==> config.mk <==
export PLATFORM = sky130hd
export DESIGN_NAME = button_heater_mode_controller_top
export DESIGN_NICKNAME = d
export VERILOG_FILES = /design/src/hw/rtl/bhmc_pkg.sv /design/src/hw/rtl/bhmc_cfg.sv /design/src/hw/rtl/bhmc_core.sv /design/src/hw/rtl/button_heater_mode_controller_top.sv
export SDC_FILE = /design/constraint.sdc
export NUM_CORES = 1
export LEC_CHECK = 0
export CORE_MARGIN = 2
export CORE_UTILIZATION = 60
export DETAILED_ROUTE_END_ITERATION = 8
export DONT_BUFFER_PORTS = 1
export GPL_ROUTABILITY_DRIVEN = 0
export PLACE_DENSITY = 0.76
export SYNTH_ARGS = -nofsm -noshare
export SYNTH_HDL_FRONTEND = slang
export SYNTH_SLANG_ARGS = --single-unit
==> constraint.sdc <==
create_clock -name clk_i -period 16.7 [get_ports clk_i]
set_input_delay 1.67 -clock clk_i [delete_from_list [all_inputs] [get_ports clk_i]]
set_output_delay 1.67 -clock clk_i [all_outputs]
set_load 0.03 [all_outputs]
==> src/hw/rtl/bhmc_pkg.sv <==
// Shared types, constants and register map for the button heater mode controller.
package bhmc_pkg;

  // Width of the core's tick counter (15 to 32).
  localparam int unsigned CntW   = 16;
  // Compare width so that 16-bit register values and the counter line up.
  localparam int unsigned CmpW   = (CntW > 16) ? CntW : 16;
  localparam int unsigned PressW = 12;
  localparam int unsigned AddrW  = 5;
  localparam int unsigned DataW  = 32;

  localparam logic [PressW-1:0] PressMax = 12'hFFF;
  localparam logic [PressW-1:0] ShortMin = 12'd8;

  // Register indexes (byte address / 4)
  localparam logic [2:0] REG_LONG_PRESS = 3'd0;
  localparam logic [2:0] REG_STUCK_KEY  = 3'd1;
  localparam logic [2:0] REG_IDLE_SLEEP = 3'd2;
  localparam logic [2:0] REG_DUTY_PER   = 3'd3;
  localparam logic [2:0] REG_PREHEAT    = 3'd4;
  localparam logic [2:0] REG_HIGH_ON    = 3'd5;
  localparam logic [2:0] REG_MID_ON     = 3'd6;
  localparam logic [2:0] REG_LOW_ON     = 3'd7;

  typedef enum logic [2:0] {
    MODE_OFF     = 3'd0,
    MODE_HIGH    = 3'd1,
    MODE_MID     = 3'd2,
    MODE_LOW     = 3'd3,
    MODE_PREHEAT = 3'd4
  } mode_e;

  typedef enum logic [1:0] {
    EV_NONE  = 2'd0,
    EV_CLICK = 2'd1,
    EV_LONG  = 2'd2,
    EV_STUCK = 2'd3
  } event_e;

  typedef struct packed {
    logic [11:0] long_press_ticks;
    logic [11:0] stuck_key_ticks;
    logic [15:0] idle_sleep_ticks;
    logic [15:0] duty_period_ticks;
    logic [15:0] preheat_ticks;
    logic [15:0] high_on_ticks;
    logic [15:0] mid_on_ticks;
    logic [15:0] low_on_ticks;
  } cfg_t;

  typedef struct packed {
    logic [2:0] power_mode;
    logic       high_indicator;
    logic       mid_indicator;
    logic       low_indicator;
    logic       heater_drive;
    logic       sleep_request;
  } result_t;

endpackage

==> src/hw/rtl/bhmc_cfg.sv <==
// APB-style configuration register file for the heater controller.
module bhmc_cfg (
  input  logic                          clk_i,
  input  logic                          rst_ni,
  input  logic                          psel,
  input  logic                          penable,
  input  logic                          pwrite,
  input  logic [bhmc_pkg::AddrW-1:0]    paddr,
  input  logic [bhmc_pkg::DataW-1:0]    pwdata,
  output logic [bhmc_pkg::DataW-1:0]    prdata,
  output logic                          pready,
  output bhmc_pkg::cfg_t                cfg_o
);

  bhmc_pkg::cfg_t cfg_q, cfg_d;
  logic [2:0]     idx;
  logic           wr_en;

  assign idx    = paddr[4:2];
  assign wr_en  = psel && penable && pwrite;
  assign pready = 1'b1;
  assign cfg_o  = cfg_q;

  always_comb begin
    cfg_d = cfg_q;
    if (wr_en) begin
      unique case (idx)
        bhmc_pkg::REG_LONG_PRESS: cfg_d.long_press_ticks  = pwdata[11:0];
        bhmc_pkg::REG_STUCK_KEY:  cfg_d.stuck_key_ticks   = pwdata[11:0];
        bhmc_pkg::REG_IDLE_SLEEP: cfg_d.idle_sleep_ticks  = pwdata[15:0];
        bhmc_pkg::REG_DUTY_PER:   cfg_d.duty_period_ticks = pwdata[15:0];
        bhmc_pkg::REG_PREHEAT:    cfg_d.preheat_ticks     = pwdata[15:0];
        bhmc_pkg::REG_HIGH_ON:    cfg_d.high_on_ticks     = pwdata[15:0];
        bhmc_pkg::REG_MID_ON:     cfg_d.mid_on_ticks      = pwdata[15:0];
        bhmc_pkg::REG_LOW_ON:     cfg_d.low_on_ticks      = pwdata[15:0];
        default:                  cfg_d = cfg_q;
      endcase
    end
  end

  always_comb begin
    unique case (idx)
      bhmc_pkg::REG_LONG_PRESS: prdata = {20'd0, cfg_q.long_press_ticks};
      bhmc_pkg::REG_STUCK_KEY:  prdata = {20'd0, cfg_q.stuck_key_ticks};
      bhmc_pkg::REG_IDLE_SLEEP: prdata = {16'd0, cfg_q.idle_sleep_ticks};
      bhmc_pkg::REG_DUTY_PER:   prdata = {16'd0, cfg_q.duty_period_ticks};
      bhmc_pkg::REG_PREHEAT:    prdata = {16'd0, cfg_q.preheat_ticks};
      bhmc_pkg::REG_HIGH_ON:    prdata = {16'd0, cfg_q.high_on_ticks};
      bhmc_pkg::REG_MID_ON:     prdata = {16'd0, cfg_q.mid_on_ticks};
      bhmc_pkg::REG_LOW_ON:     prdata = {16'd0, cfg_q.low_on_ticks};
      default:                  prdata = '0;
    endcase
  end

  always_ff @(posedge clk_i or negedge rst_ni) begin
    if (!rst_ni) begin
      cfg_q.long_press_ticks  <= 12'd300;
      cfg_q.stuck_key_ticks   <= 12'd3000;
      cfg_q.idle_sleep_ticks  <= 16'd200;
      cfg_q.duty_period_ticks <= 16'd400;
      cfg_q.preheat_ticks     <= 16'd18000;
      cfg_q.high_on_ticks     <= 16'd300;
      cfg_q.mid_on_ticks      <= 16'd200;
      cfg_q.low_on_ticks      <= 16'd100;
    end else begin
      cfg_q <= cfg_d;
    end
  end

endmodule

==> src/hw/rtl/bhmc_core.sv <==
// Per-tick state update: press classifier, mode sequencer and heater duty timer.
module bhmc_core (
  input  logic                clk_i,
  input  logic                rst_ni,
  input  logic                step_i,
  input  logic                key_pressed_i,
  input  bhmc_pkg::cfg_t      cfg_i,
  output bhmc_pkg::result_t   res_o
);

  bhmc_pkg::mode_e                   mode_q, mode_d;
  logic [bhmc_pkg::CntW-1:0]         tick_q, tick_d;
  logic [bhmc_pkg::PressW-1:0]       press_q, press_d;
  logic                              seen_q, seen_d;
  logic                              heat_q, heat_d;

  always_comb begin
    bhmc_pkg::event_e          ev;
    logic [15:0]               on_tick;
    logic                      sleep;

    ev      = bhmc_pkg::EV_NONE;
    on_tick = '0;
    sleep   = 1'b0;
    mode_d  = mode_q;
    tick_d  = tick_q;
    press_d = press_q;
    seen_d  = seen_q;
    heat_d  = heat_q;

    // press classifier
    if (key_pressed_i) begin
      if (press_q < bhmc_pkg::PressMax) begin
        press_d = press_q + 12'd1;
      end
      if (press_d >= cfg_i.long_press_ticks) begin
        if (press_d >= cfg_i.stuck_key_ticks) begin
          ev = bhmc_pkg::EV_STUCK;
        end else if (!seen_q) begin
          seen_d = 1'b1;
          ev     = bhmc_pkg::EV_LONG;
        end
      end
    end else begin
      press_d = '0;
      if (press_q >= cfg_i.long_press_ticks) begin
        seen_d = 1'b0;
      end else if (press_q >= bhmc_pkg::ShortMin) begin
        ev = bhmc_pkg::EV_CLICK;
      end
    end

    // preheat countdown, decrement before the zero test
    if (mode_d == bhmc_pkg::MODE_PREHEAT) begin
      tick_d = tick_d - bhmc_pkg::CntW'(1);
      if (tick_d == '0) begin
        mode_d = bhmc_pkg::MODE_MID;
      end
    end

    if (ev == bhmc_pkg::EV_CLICK && mode_d != bhmc_pkg::MODE_OFF) begin
      tick_d = '0;
      if (mode_d >= bhmc_pkg::MODE_LOW) begin
        mode_d = bhmc_pkg::MODE_HIGH;
      end else begin
        mode_d = bhmc_pkg::mode_e'(mode_d + 3'd1);
      end
    end else if (ev == bhmc_pkg::EV_LONG) begin
      if (mode_d != bhmc_pkg::MODE_OFF) begin
        mode_d  = bhmc_pkg::MODE_OFF;
        heat_d  = 1'b0;
        press_d = '0;
        tick_d  = '0;
        sleep   = 1'b1;
      end else begin
        mode_d = bhmc_pkg::MODE_PREHEAT;
        tick_d = bhmc_pkg::CntW'(cfg_i.preheat_ticks);
      end
    end else if (ev == bhmc_pkg::EV_STUCK) begin
      mode_d  = bhmc_pkg::MODE_OFF;
      heat_d  = 1'b0;
      press_d = '0;
      tick_d  = '0;
      sleep   = 1'b1;
    end

    case (mode_d)
      bhmc_pkg::MODE_OFF: begin
        if (press_d == '0) begin
          tick_d = tick_d + bhmc_pkg::CntW'(1);
          if (bhmc_pkg::CmpW'(tick_d) == bhmc_pkg::CmpW'(cfg_i.idle_sleep_ticks)) begin
            heat_d  = 1'b0;
            press_d = '0;
            tick_d  = '0;
            sleep   = 1'b1;
          end
        end
      end
      bhmc_pkg::MODE_HIGH: on_tick = cfg_i.high_on_ticks;
      bhmc_pkg::MODE_MID:  on_tick = cfg_i.mid_on_ticks;
      bhmc_pkg::MODE_LOW:  on_tick = cfg_i.low_on_ticks;
      default:             heat_d  = 1'b1;
    endcase

    // duty timer for the three power levels
    if (mode_d == bhmc_pkg::MODE_HIGH || mode_d == bhmc_pkg::MODE_MID ||
        mode_d == bhmc_pkg::MODE_LOW) begin
      if (bhmc_pkg::CmpW'(tick_d) == bhmc_pkg::CmpW'(on_tick)) begin
        heat_d = 1'b0;
      end
      tick_d = tick_d + bhmc_pkg::CntW'(1);
      if (bhmc_pkg::CmpW'(tick_d) == bhmc_pkg::CmpW'(cfg_i.duty_period_ticks)) begin
        tick_d = '0;
        heat_d = 1'b1;
      end
    end

    res_o.power_mode     = mode_d;
    res_o.high_indicator = (mode_d == bhmc_pkg::MODE_HIGH);
    res_o.mid_indicator  = (mode_d == bhmc_pkg::MODE_MID);
    res_o.low_indicator  = (mode_d == bhmc_pkg::MODE_LOW);
    res_o.heater_drive   = heat_d;
    res_o.sleep_request  = sleep;
  end

  always_ff @(posedge clk_i or negedge rst_ni) begin
    if (!rst_ni) begin
      mode_q  <= bhmc_pkg::MODE_OFF;
      tick_q  <= '0;
      press_q <= '0;
      seen_q  <= 1'b0;
      heat_q  <= 1'b0;
    end else if (step_i) begin
      mode_q  <= mode_d;
      tick_q  <= tick_d;
      press_q <= press_d;
      seen_q  <= seen_d;
      heat_q  <= heat_d;
    end
  end

endmodule

==> src/hw/rtl/button_heater_mode_controller_top.sv <==
// Top level of the button heater mode controller: input stage, core and result register.
//
//   channel | direction | handshake                  | word
//   --------+-----------+----------------------------+---------------------------------------
//   in      | input     | in_valid_i / in_stall_o    | key_pressed_i
//   out     | output    | out_valid_o / out_stall_i  | power_mode_o, *_indicator_o,
//           |           |                            | heater_drive_o, sleep_request_o
//   cfg     | input     | psel/penable/pwrite/pready | paddr, pwdata, prdata
//
// One word per clock sustained while the output is not stalled. A word is held in the
// input register, and its result is then registered in the output register, where
// out_valid_o marks it. The core's state loop (press counter, mode, tick counter, heater
// level) advances once per word, which sets that rate.
// Reset (rst_ni low, asynchronous) empties both stages, puts the core in off mode
// with cleared counters and loads the register defaults.
// A stall on the output holds the result register; the input register then holds
// too, and in_stall_o rises once it is full.
module button_heater_mode_controller_top (
  input  logic                          clk_i,
  input  logic                          rst_ni,
  // input channel
  input  logic                          in_valid_i,
  output logic                          in_stall_o,
  input  logic                          key_pressed_i,
  // output channel
  output logic                          out_valid_o,
  input  logic                          out_stall_i,
  output logic [2:0]                    power_mode_o,
  output logic                          high_indicator_o,
  output logic                          mid_indicator_o,
  output logic                          low_indicator_o,
  output logic                          heater_drive_o,
  output logic                          sleep_request_o,
  // configuration port
  input  logic                          psel,
  input  logic                          penable,
  input  logic                          pwrite,
  input  logic [bhmc_pkg::AddrW-1:0]    paddr,
  input  logic [bhmc_pkg::DataW-1:0]    pwdata,
  output logic [bhmc_pkg::DataW-1:0]    prdata,
  output logic                          pready
);

  bhmc_pkg::cfg_t    cfg;
  bhmc_pkg::result_t res_next;
  bhmc_pkg::result_t res_q;

  logic s1_valid_q, s1_valid_d;
  logic s1_key_q;
  logic out_valid_q, out_valid_d;
  logic out_free;   // result register can take a word this cycle
  logic step;       // input word moves through the core
  logic in_take;

  bhmc_cfg u_cfg (
    .clk_i   (clk_i),
    .rst_ni  (rst_ni),
    .psel    (psel),
    .penable (penable),
    .pwrite  (pwrite),
    .paddr   (paddr),
    .pwdata  (pwdata),
    .prdata  (prdata),
    .pready  (pready),
    .cfg_o   (cfg)
  );

  bhmc_core u_core (
    .clk_i         (clk_i),
    .rst_ni        (rst_ni),
    .step_i        (step),
    .key_pressed_i (s1_key_q),
    .cfg_i         (cfg),
    .res_o         (res_next)
  );

  // Handshake: the input register refills in the same cycle it drains.
  assign out_free    = !out_valid_q || !out_stall_i;
  assign step        = s1_valid_q && out_free;
  assign in_stall_o  = s1_valid_q && !out_free;
  assign in_take     = in_valid_i && !in_stall_o;
  assign s1_valid_d  = in_take || (s1_valid_q && !out_free);
  assign out_valid_d = step || (out_valid_q && out_stall_i);

  always_ff @(posedge clk_i or negedge rst_ni) begin
    if (!rst_ni) begin
      s1_valid_q  <= 1'b0;
      out_valid_q <= 1'b0;
    end else begin
      s1_valid_q  <= s1_valid_d;
      out_valid_q <= out_valid_d;
    end
  end

  // payload registers, no reset
  always_ff @(posedge clk_i) begin
    if (in_take) begin
      s1_key_q <= key_pressed_i;
    end
    if (step) begin
      res_q <= res_next;
    end
  end

  assign out_valid_o      = out_valid_q;
  assign power_mode_o     = res_q.power_mode;
  assign high_indicator_o = res_q.high_indicator;
  assign mid_indicator_o  = res_q.mid_indicator;
  assign low_indicator_o  = res_q.low_indicator;
  assign heater_drive_o   = res_q.heater_drive;
  assign sleep_request_o  = res_q.sleep_request;

  // A sleep request always comes with off mode and the heater dropped.
  a_sleep_off: assert property (@(posedge clk_i) disable iff (!rst_ni)
    out_valid_o && sleep_request_o |-> power_mode_o == bhmc_pkg::MODE_OFF && !heater_drive_o)
    else $error("sleep request outside off mode or with heater on");

  // Preheat runs the heater flat out.
  a_preheat_heat: assert property (@(posedge clk_i) disable iff (!rst_ni)
    out_valid_o && power_mode_o == bhmc_pkg::MODE_PREHEAT |-> heater_drive_o)
    else $error("heater off during preheat");

  // At most one level indicator lit.
  a_ind_onehot: assert property (@(posedge clk_i) disable iff (!rst_ni)
    out_valid_o |-> $onehot0({high_indicator_o, mid_indicator_o, low_indicator_o}))
    else $error("more than one power indicator lit");

  // A held input word is not lost while the output is blocked.
  a_s1_hold: assert property (@(posedge clk_i) disable iff (!rst_ni)
    s1_valid_q && !out_free |=> s1_valid_q && $stable(s1_key_q))
    else $error("input register lost a word under stall");

endmodule

### After elaboration in Yosys (flattened, before gate mapping)

Cells that the tools add are included.

| operators by class | value |
|---|---|
| $add $sub $neg | 5 |
| magnitude comparators | 6 |
| equal/unequal tests | 19 |
| multiplexer cells | 56 |
| reduce and logical (&&, ||, !) cells | 32 |

Operators with widths:

| operator | number |
|---|---|
| $pmux W32 S8 | 1 |
| $mux W16 | 10 |
| $mux W12 | 10 |
| $eq A16 B16 Y1 | 3 |
| $pmux W16 S3 | 1 |
| $ge A12 B12 Y1 | 3 |
| $add A16 B1 Y16 const B | 2 |
| $mux W1 | 21 |
| $mux W3 | 7 |
| $logic_not A16 Y1 | 1 |
| $reduce_and A2 Y1 | 8 |
| $sub A16 B1 Y16 const B | 1 |
| $eq A3 B3 Y1 const B | 5 |
| $add A12 B1 Y12 const B | 1 |
| $eq A3 B2 Y1 const B | 4 |
| $ge A12 B4 Y1 const B | 1 |
| $logic_not A12 Y1 | 1 |
| $lt A12 B12 Y1 const B | 1 |
| $mux W2 | 5 |
| $logic_and A1 B1 Y1 | 7 |
| $eq A3 B1 Y1 const B | 2 |
| $logic_not A3 Y1 | 2 |
| $logic_or A1 B1 Y1 | 5 |
| $eq A2 B2 Y1 const B | 2 |
| other kinds (11) | 14 |

| word-level totals | value |
|---|---|
| register bits after elaboration | 164 |
| bits of input ports | 45 |
| output and inout bits | 43 |
| word-level logic and storage cells | 140 |

### Logic depth before layout (Yosys ltp)

| depth | value |
|---|---|
| word-level depth | 20 |
| mapped depth | 40 |
| gate-level depth less buffers | 35 |

### Modules after synthesis

A second synthesis with hierarchy kept.

| unflattened totals | value |
|---|---|
| cell total of the unflattened synthesis | 1324 |
| area, all modules | 12594.6 µm² |

By module, submodules not included:

| module | instances | cells an instance | area an instance (µm²) | seq. area each (µm²) |
|---|---|---|---|---|
| bhmc_core | 1 | 895 | 6503.7 | 825.8 |
| bhmc_cfg | 1 | 412 | 5728.0 | 3042.9 |
| button_heater_mode_controller_top | 1 | 17 | 362.8 | 320.3 |

### Worst setup path after synthesis

Ideal clock, no wire load.

| timing | value |
|---|---|
| path kind | reg2reg |
| start | register u_core.press_q[3] (netlist bit) |
| end | register u_core.tick_q[10] (netlist bit) |
| setup time | 125 ps |
| data arrival time | 8526 ps |
| required time | 16575 ps |
| setup slack | 8049 ps |
| cell stages (with the launch flop) | 37 |
| path buffers | 6 |
| period minus slack after synthesis | 8651 ps |
| cell sequence | dfrtp_1 > clkbuf_1 > nand4_1 > nor4_1 > clkbuf_1 > mux2_2 > ha_1 > a211o_1 > a31oi_1 > o221ai_1 > a211oi_1 > and4_1 > buf_2 > a21oi_1 > nor2_1 > ha_1 > o31ai_1 > or4_1 > or3_4 > xnor2_1 > o211ai_1 > or3_1 > buf_4 > buf_6 > o21ai_1 > o21ai_0 > ha_1 > nand2_1 > nor2_1 > o211ai_1 > or4_4 > nor4_2 > xnor2_1 > nand4_1 > nor3_4 > buf_6 > o21ai_2 |

| on the way | value |
|---|---|
| longest elaborated chain between the ends | 20 |
| elaborated cells between the ends (all ways) | 44 |
| classes of those cells | add/sub: 3; order compare: 5; eq/ne: 8; mux: 23; reduce/logical: 5 |

Ends and longest elaborated chain:

| element | RTL line | RTL |
|---|---|---|
| from (decl) | bhmc_core.sv:13 | `logic [bhmc_pkg::PressW-1:0] press_q, press_d;` |
| from (signal assigned) | bhmc_core.sv:136 | `press_q <= press_d;` |
| $add A12 B1 Y12 / $lt A12 B12 Y1 (equally long branches) | bhmc_core.sv:34, bhmc_core.sv:33 |  |
| $mux W12 | bhmc_core.sv:33 | `if (press_q < bhmc_pkg::PressMax) begin` |
| $mux W12 | bhmc_core.sv:32 | `if (key_pressed_i) begin` |
| $ge A12 B12 Y1 | bhmc_core.sv:37 | `if (press_d >= cfg_i.stuck_key_ticks) begin` |
| $mux W2 | bhmc_core.sv:37 |  |
| $mux W2 | bhmc_core.sv:36 | `if (press_d >= cfg_i.long_press_ticks) begin` |
| $mux W2 | bhmc_core.sv:32 |  |
| $eq A2 B2 Y1 | bhmc_core.sv:79 | `end else if (ev == bhmc_pkg::EV_STUCK) begin` |
| [... 4 more ...] | -- |  |
| $eq A16 B16 Y1 | bhmc_core.sv:91 | `if (bhmc_pkg::CmpW'(tick_d) == bhmc_pkg::CmpW'(cfg_i.idle_sleep_ticks)) begin` |
| $mux W16 | bhmc_core.sv:91 |  |
| $mux W16 | bhmc_core.sv:89 | `if (press_d == '0) begin` |
| $mux W16 | bhmc_core.sv:87 | `case (mode_d)` |
| $add A16 B1 Y16 | bhmc_core.sv:111 | `tick_d = tick_d + bhmc_pkg::CntW'(1);` |
| $eq A16 B16 Y1 | bhmc_core.sv:112 | `if (bhmc_pkg::CmpW'(tick_d) == bhmc_pkg::CmpW'(cfg_i.duty_period_ticks)) begin` |
| $mux W16 | bhmc_core.sv:112 |  |
| $mux W16 * | bhmc_core.sv:106 | `if (mode_d == bhmc_pkg::MODE_HIGH \|\| mode_d == bhmc_pkg::MODE_MID \|\|` |
| to (signal assigned) | bhmc_core.sv:135 | `tick_q <= tick_d;` |
| to (decl) | bhmc_core.sv:12 | `logic [bhmc_pkg::CntW-1:0] tick_q, tick_d;` |

Every way passes the cells marked *; elsewhere a longest branch is shown, timed or not. The select of a mux whose other input is x is not followed.
A chain may end at the register's enable or synchronous reset.

### Final worst setup path

| timing | value |
|---|---|
| start | register u_core.press_q[1] (netlist bit) |
| end | register u_core.tick_q[2] (netlist bit) |

Same word-level chain as after synthesis.

==> reports/results.ini <==
[drt]
drt_wl_total_mm=38.3
first_pass_iters=7
antenna_left=0
vias=11200
wl_per_cell_um=23.4
dr.first_iter.drc_count=1437
drcViolationCount=0
via_per_inst=6.82

[logic_synthesis]
avgSynthCellArea_um2=8.96
synth_compound_area_share_pct=18.4
synth_top_cell_area_share_pct=24.6
yosys.area_share.simple_pct=19.5
yosys.cell_types.count=92
synth-adder-area-share_pct=4.40
ys_warn_count=0
yosysMostFrequentCell=nand2_1
yosysSeqAreaShare_pct=33.5
synthArstFlopShare_pct=94.5
synthXorXnorAreaFrac_pct=5.19
synth.top_cells.by_count=nand2_1, dfrtp_1, mux2_2
ys.flop_type=dfrtp_1
synth_edf_count=9
yosysTopAreaCell=dfrtp_1
synth_area_leaders=dfrtp_1, mux2_2, dfstp_2
syn_inst=1396
synth-seq-cells=164
synth_top_family_by_area=simple AND/OR/NAND/NOR gates
muxShareOfSynthArea_pct=13.5
netlist_area_um2=12500

[clock_tree]
cts_buffers=17
cts_setup_buffers=0
htreeDepth=4
ctsResizeCount=0
cts_tree=yes
clock_sinks=164
cts_root_buffer=clkbuf_16
cts_hold_buf=0
clock_latency_ps=450
clk_pin_slew_ps=70
cts_max_path_buffers=2

[timing]
final-max-slew-violation-count=0
finalSetupViolations=0
fin_worst_skew_ps=10.1
fin_tns_setup_ps=0
final.period_utilization_pct=68.9
min_period_ps=11510
hold_viol_final=0
worst_pin_slew_ps=1140
fmax_mhz=86.9
rsz0062_at_grt=false
slew_headroom_pct=23.7

[setup_path]
critPathMaxFanout=19
cpMostUsedCell=ha_1
cp_data_required_time_ps=17000
worst_setup_path_end_kind=flip-flop
r2r_cells=32
arrival_ps=11810
crit_type=flip-flop to flip-flop
critPathMaxStageDelay_ps=780
slowest_stage=nor3_4
worstSetupStartpointType=flip-flop

[floorplanning]
dieWidth_um=148
initial_utilization_pct=61.4
dieArea_um2=22000
io_pins=88
core_area_um2=20400
die_height_um=148
rows=52

[place]
dp.cells=1607
place_hpwl_mm=27.9
port_buffers=0

[hold_path]
holdPathStages=1
hold_class=flip-flop to flip-flop

[finish]
layout-drive-gt1-share_pct=17.0
area_delta_synth_final_pct=5.53
nets=1445
antenna_cells=0
instances_no_fill=1639

[power]
power_switching_mw=0.714
p_sw_share_pct=42.7
p_int_mw=0.959
power_density_nw_per_um2=127
seqPwrFrac_pct=35.4
p_leak_nw=5.59
peakVddDrop_mv=0.0874
combinationalPowerShare_pct=40.2
clkPwrFrac_pct=24.4

[run]
maxCapViolCount=0

[global_route]
grtUsageTotal_pct=35.4
grt_pass1_vias=10200
grt_max_degree=156
antenna_found_initial=0
grt_pass1_wl_mm=59.4
grt_overflow=0

[outcome]
outcome=finished, final reports clean

per-stage QoR:
step           worst slack, ps  util (%)  hold WS [ps]  power, mW  instance area, um^2
6_report                  5190      64.8           496       1.67                13200
5_1_grt                   4800      64.8           549       1.75                13200
4_1_cts                   5700      64.8           508       1.65                13200
3_5_place_dp              5760      61.8           499       1.24                12600
3_3_place_gp              5790      61.8           473       1.22                12600
2_1_floorplan             8050         -           457       1.08                12600
final cells by class:
| cell class | instances | area [um^2] |
|---|---|---|
| Clock buffer | 18 | 439 |
| Clock inverter | 14 | 166 |
| Fill cell | 1641 | 7170 |
| Tap cell | 270 | 338 |
| Multi-Input combinational cell | 1092 | 7710 |
| Sequential cell | 164 | 4190 |
| Inverter | 68 | 256 |
| Timing Repair Buffer | 13 | 97.6 |
path summary, 6_finish.rpt:
kind | start | end | slack, ps
setup / recovery | u_core.press_q[1] | u_core.tick_q[2] | 5190
hold / removal | s1_valid_q | out_valid_o | 500
setup reg to reg | u_core.press_q[1] | u_core.tick_q[2] | 5190
hold reg to reg | s1_valid_q | out_valid_o | 500
max in group asynchronous | rst_ni | u_cfg.cfg_o[87] | 15490
min in group asynchronous | rst_ni | u_cfg.cfg_o[109] | 910
power groups by stage:
stage | combinational [mW] | clock (mW) | sequential (mW)
6_report | 0.672 | 0.408 | 0.593
5_1_grt | 0.725 | 0.425 | 0.604
4_1_cts | 0.651 | 0.408 | 0.589
3_5_place_dp | 0.644 | 0 | 0.596
3_3_place_gp | 0.631 | 0 | 0.590
2_1_floorplan | 0.532 | 0 | 0.549
layout by cell type, fill, tap and decap left out, types with 8 or more instances in the layout:
cell type and count:
nand2_1 135, dfrtp_1 123, mux2_2 104, nor2_1 96, o21ai_0 91, inv_1 65, a21oi_1 56, nor3_1 46
xnor2_1 44, ha_1 44, nand3_1 43, mux2i_1 41, dfstp_2 32, xor2_1 25, nand4_1 24, a22oi_1 19
and3_1 17, o31ai_1 17, conb_1 17, clkbuf_16 17, a221oi_1 16, or3_1 13, and4_1 13, buf_4 13
nand2b_1 11, nor4_1 10, o21ai_1 10, o21ai_2 10, a21o_1 9, o211ai_1 9, a31oi_1 9, edfxtp_1 9
and2_1 8, or4_1 8, a21boi_0 8, o22ai_1 8
metal layers:
metal / track usage (%) / vias up / part of all wire [%]
met4: 13.6 / 0 / 3.8
met3: 10.0 / 105 / 11
met1: 48.5 / 5377 / 41
li1: - / 5035 / -
met5: 0 / - / 0
met2: 53.4 / 653 / 44
cell families (layout without fill, tap and decap cells):
family	Yosys count	in the layout
other	2	17
XOR/XNOR	71	71
AND/OR/NAND/NOR	471	471
buffers and inverters	155	113
AO/OA/AOI/OAI	339	339
flip-flops	164	164
adder cells (fa/ha/maj)	44	44
multiplexers	150	150
state kept, by name, summed over array words and instances, names as in the netlist, 3 cells and up:
register and flops:
u_cfg.cfg_o 120, u_core.tick_q 16, u_core.press_q 12, power_mode_o 3
u_core.mode_q 3
critical path: cells and delay by family (launching register included):
family | cells | cell delay, ps
simple gates | 17 | 7070
compound gates | 7 | 1670
flops | 1 | 450
xor+xnor | 3 | 700
buf+inv | 1 | 130
fa+ha+maj | 4 | 1330
Power figures use the tool's default switching activity.
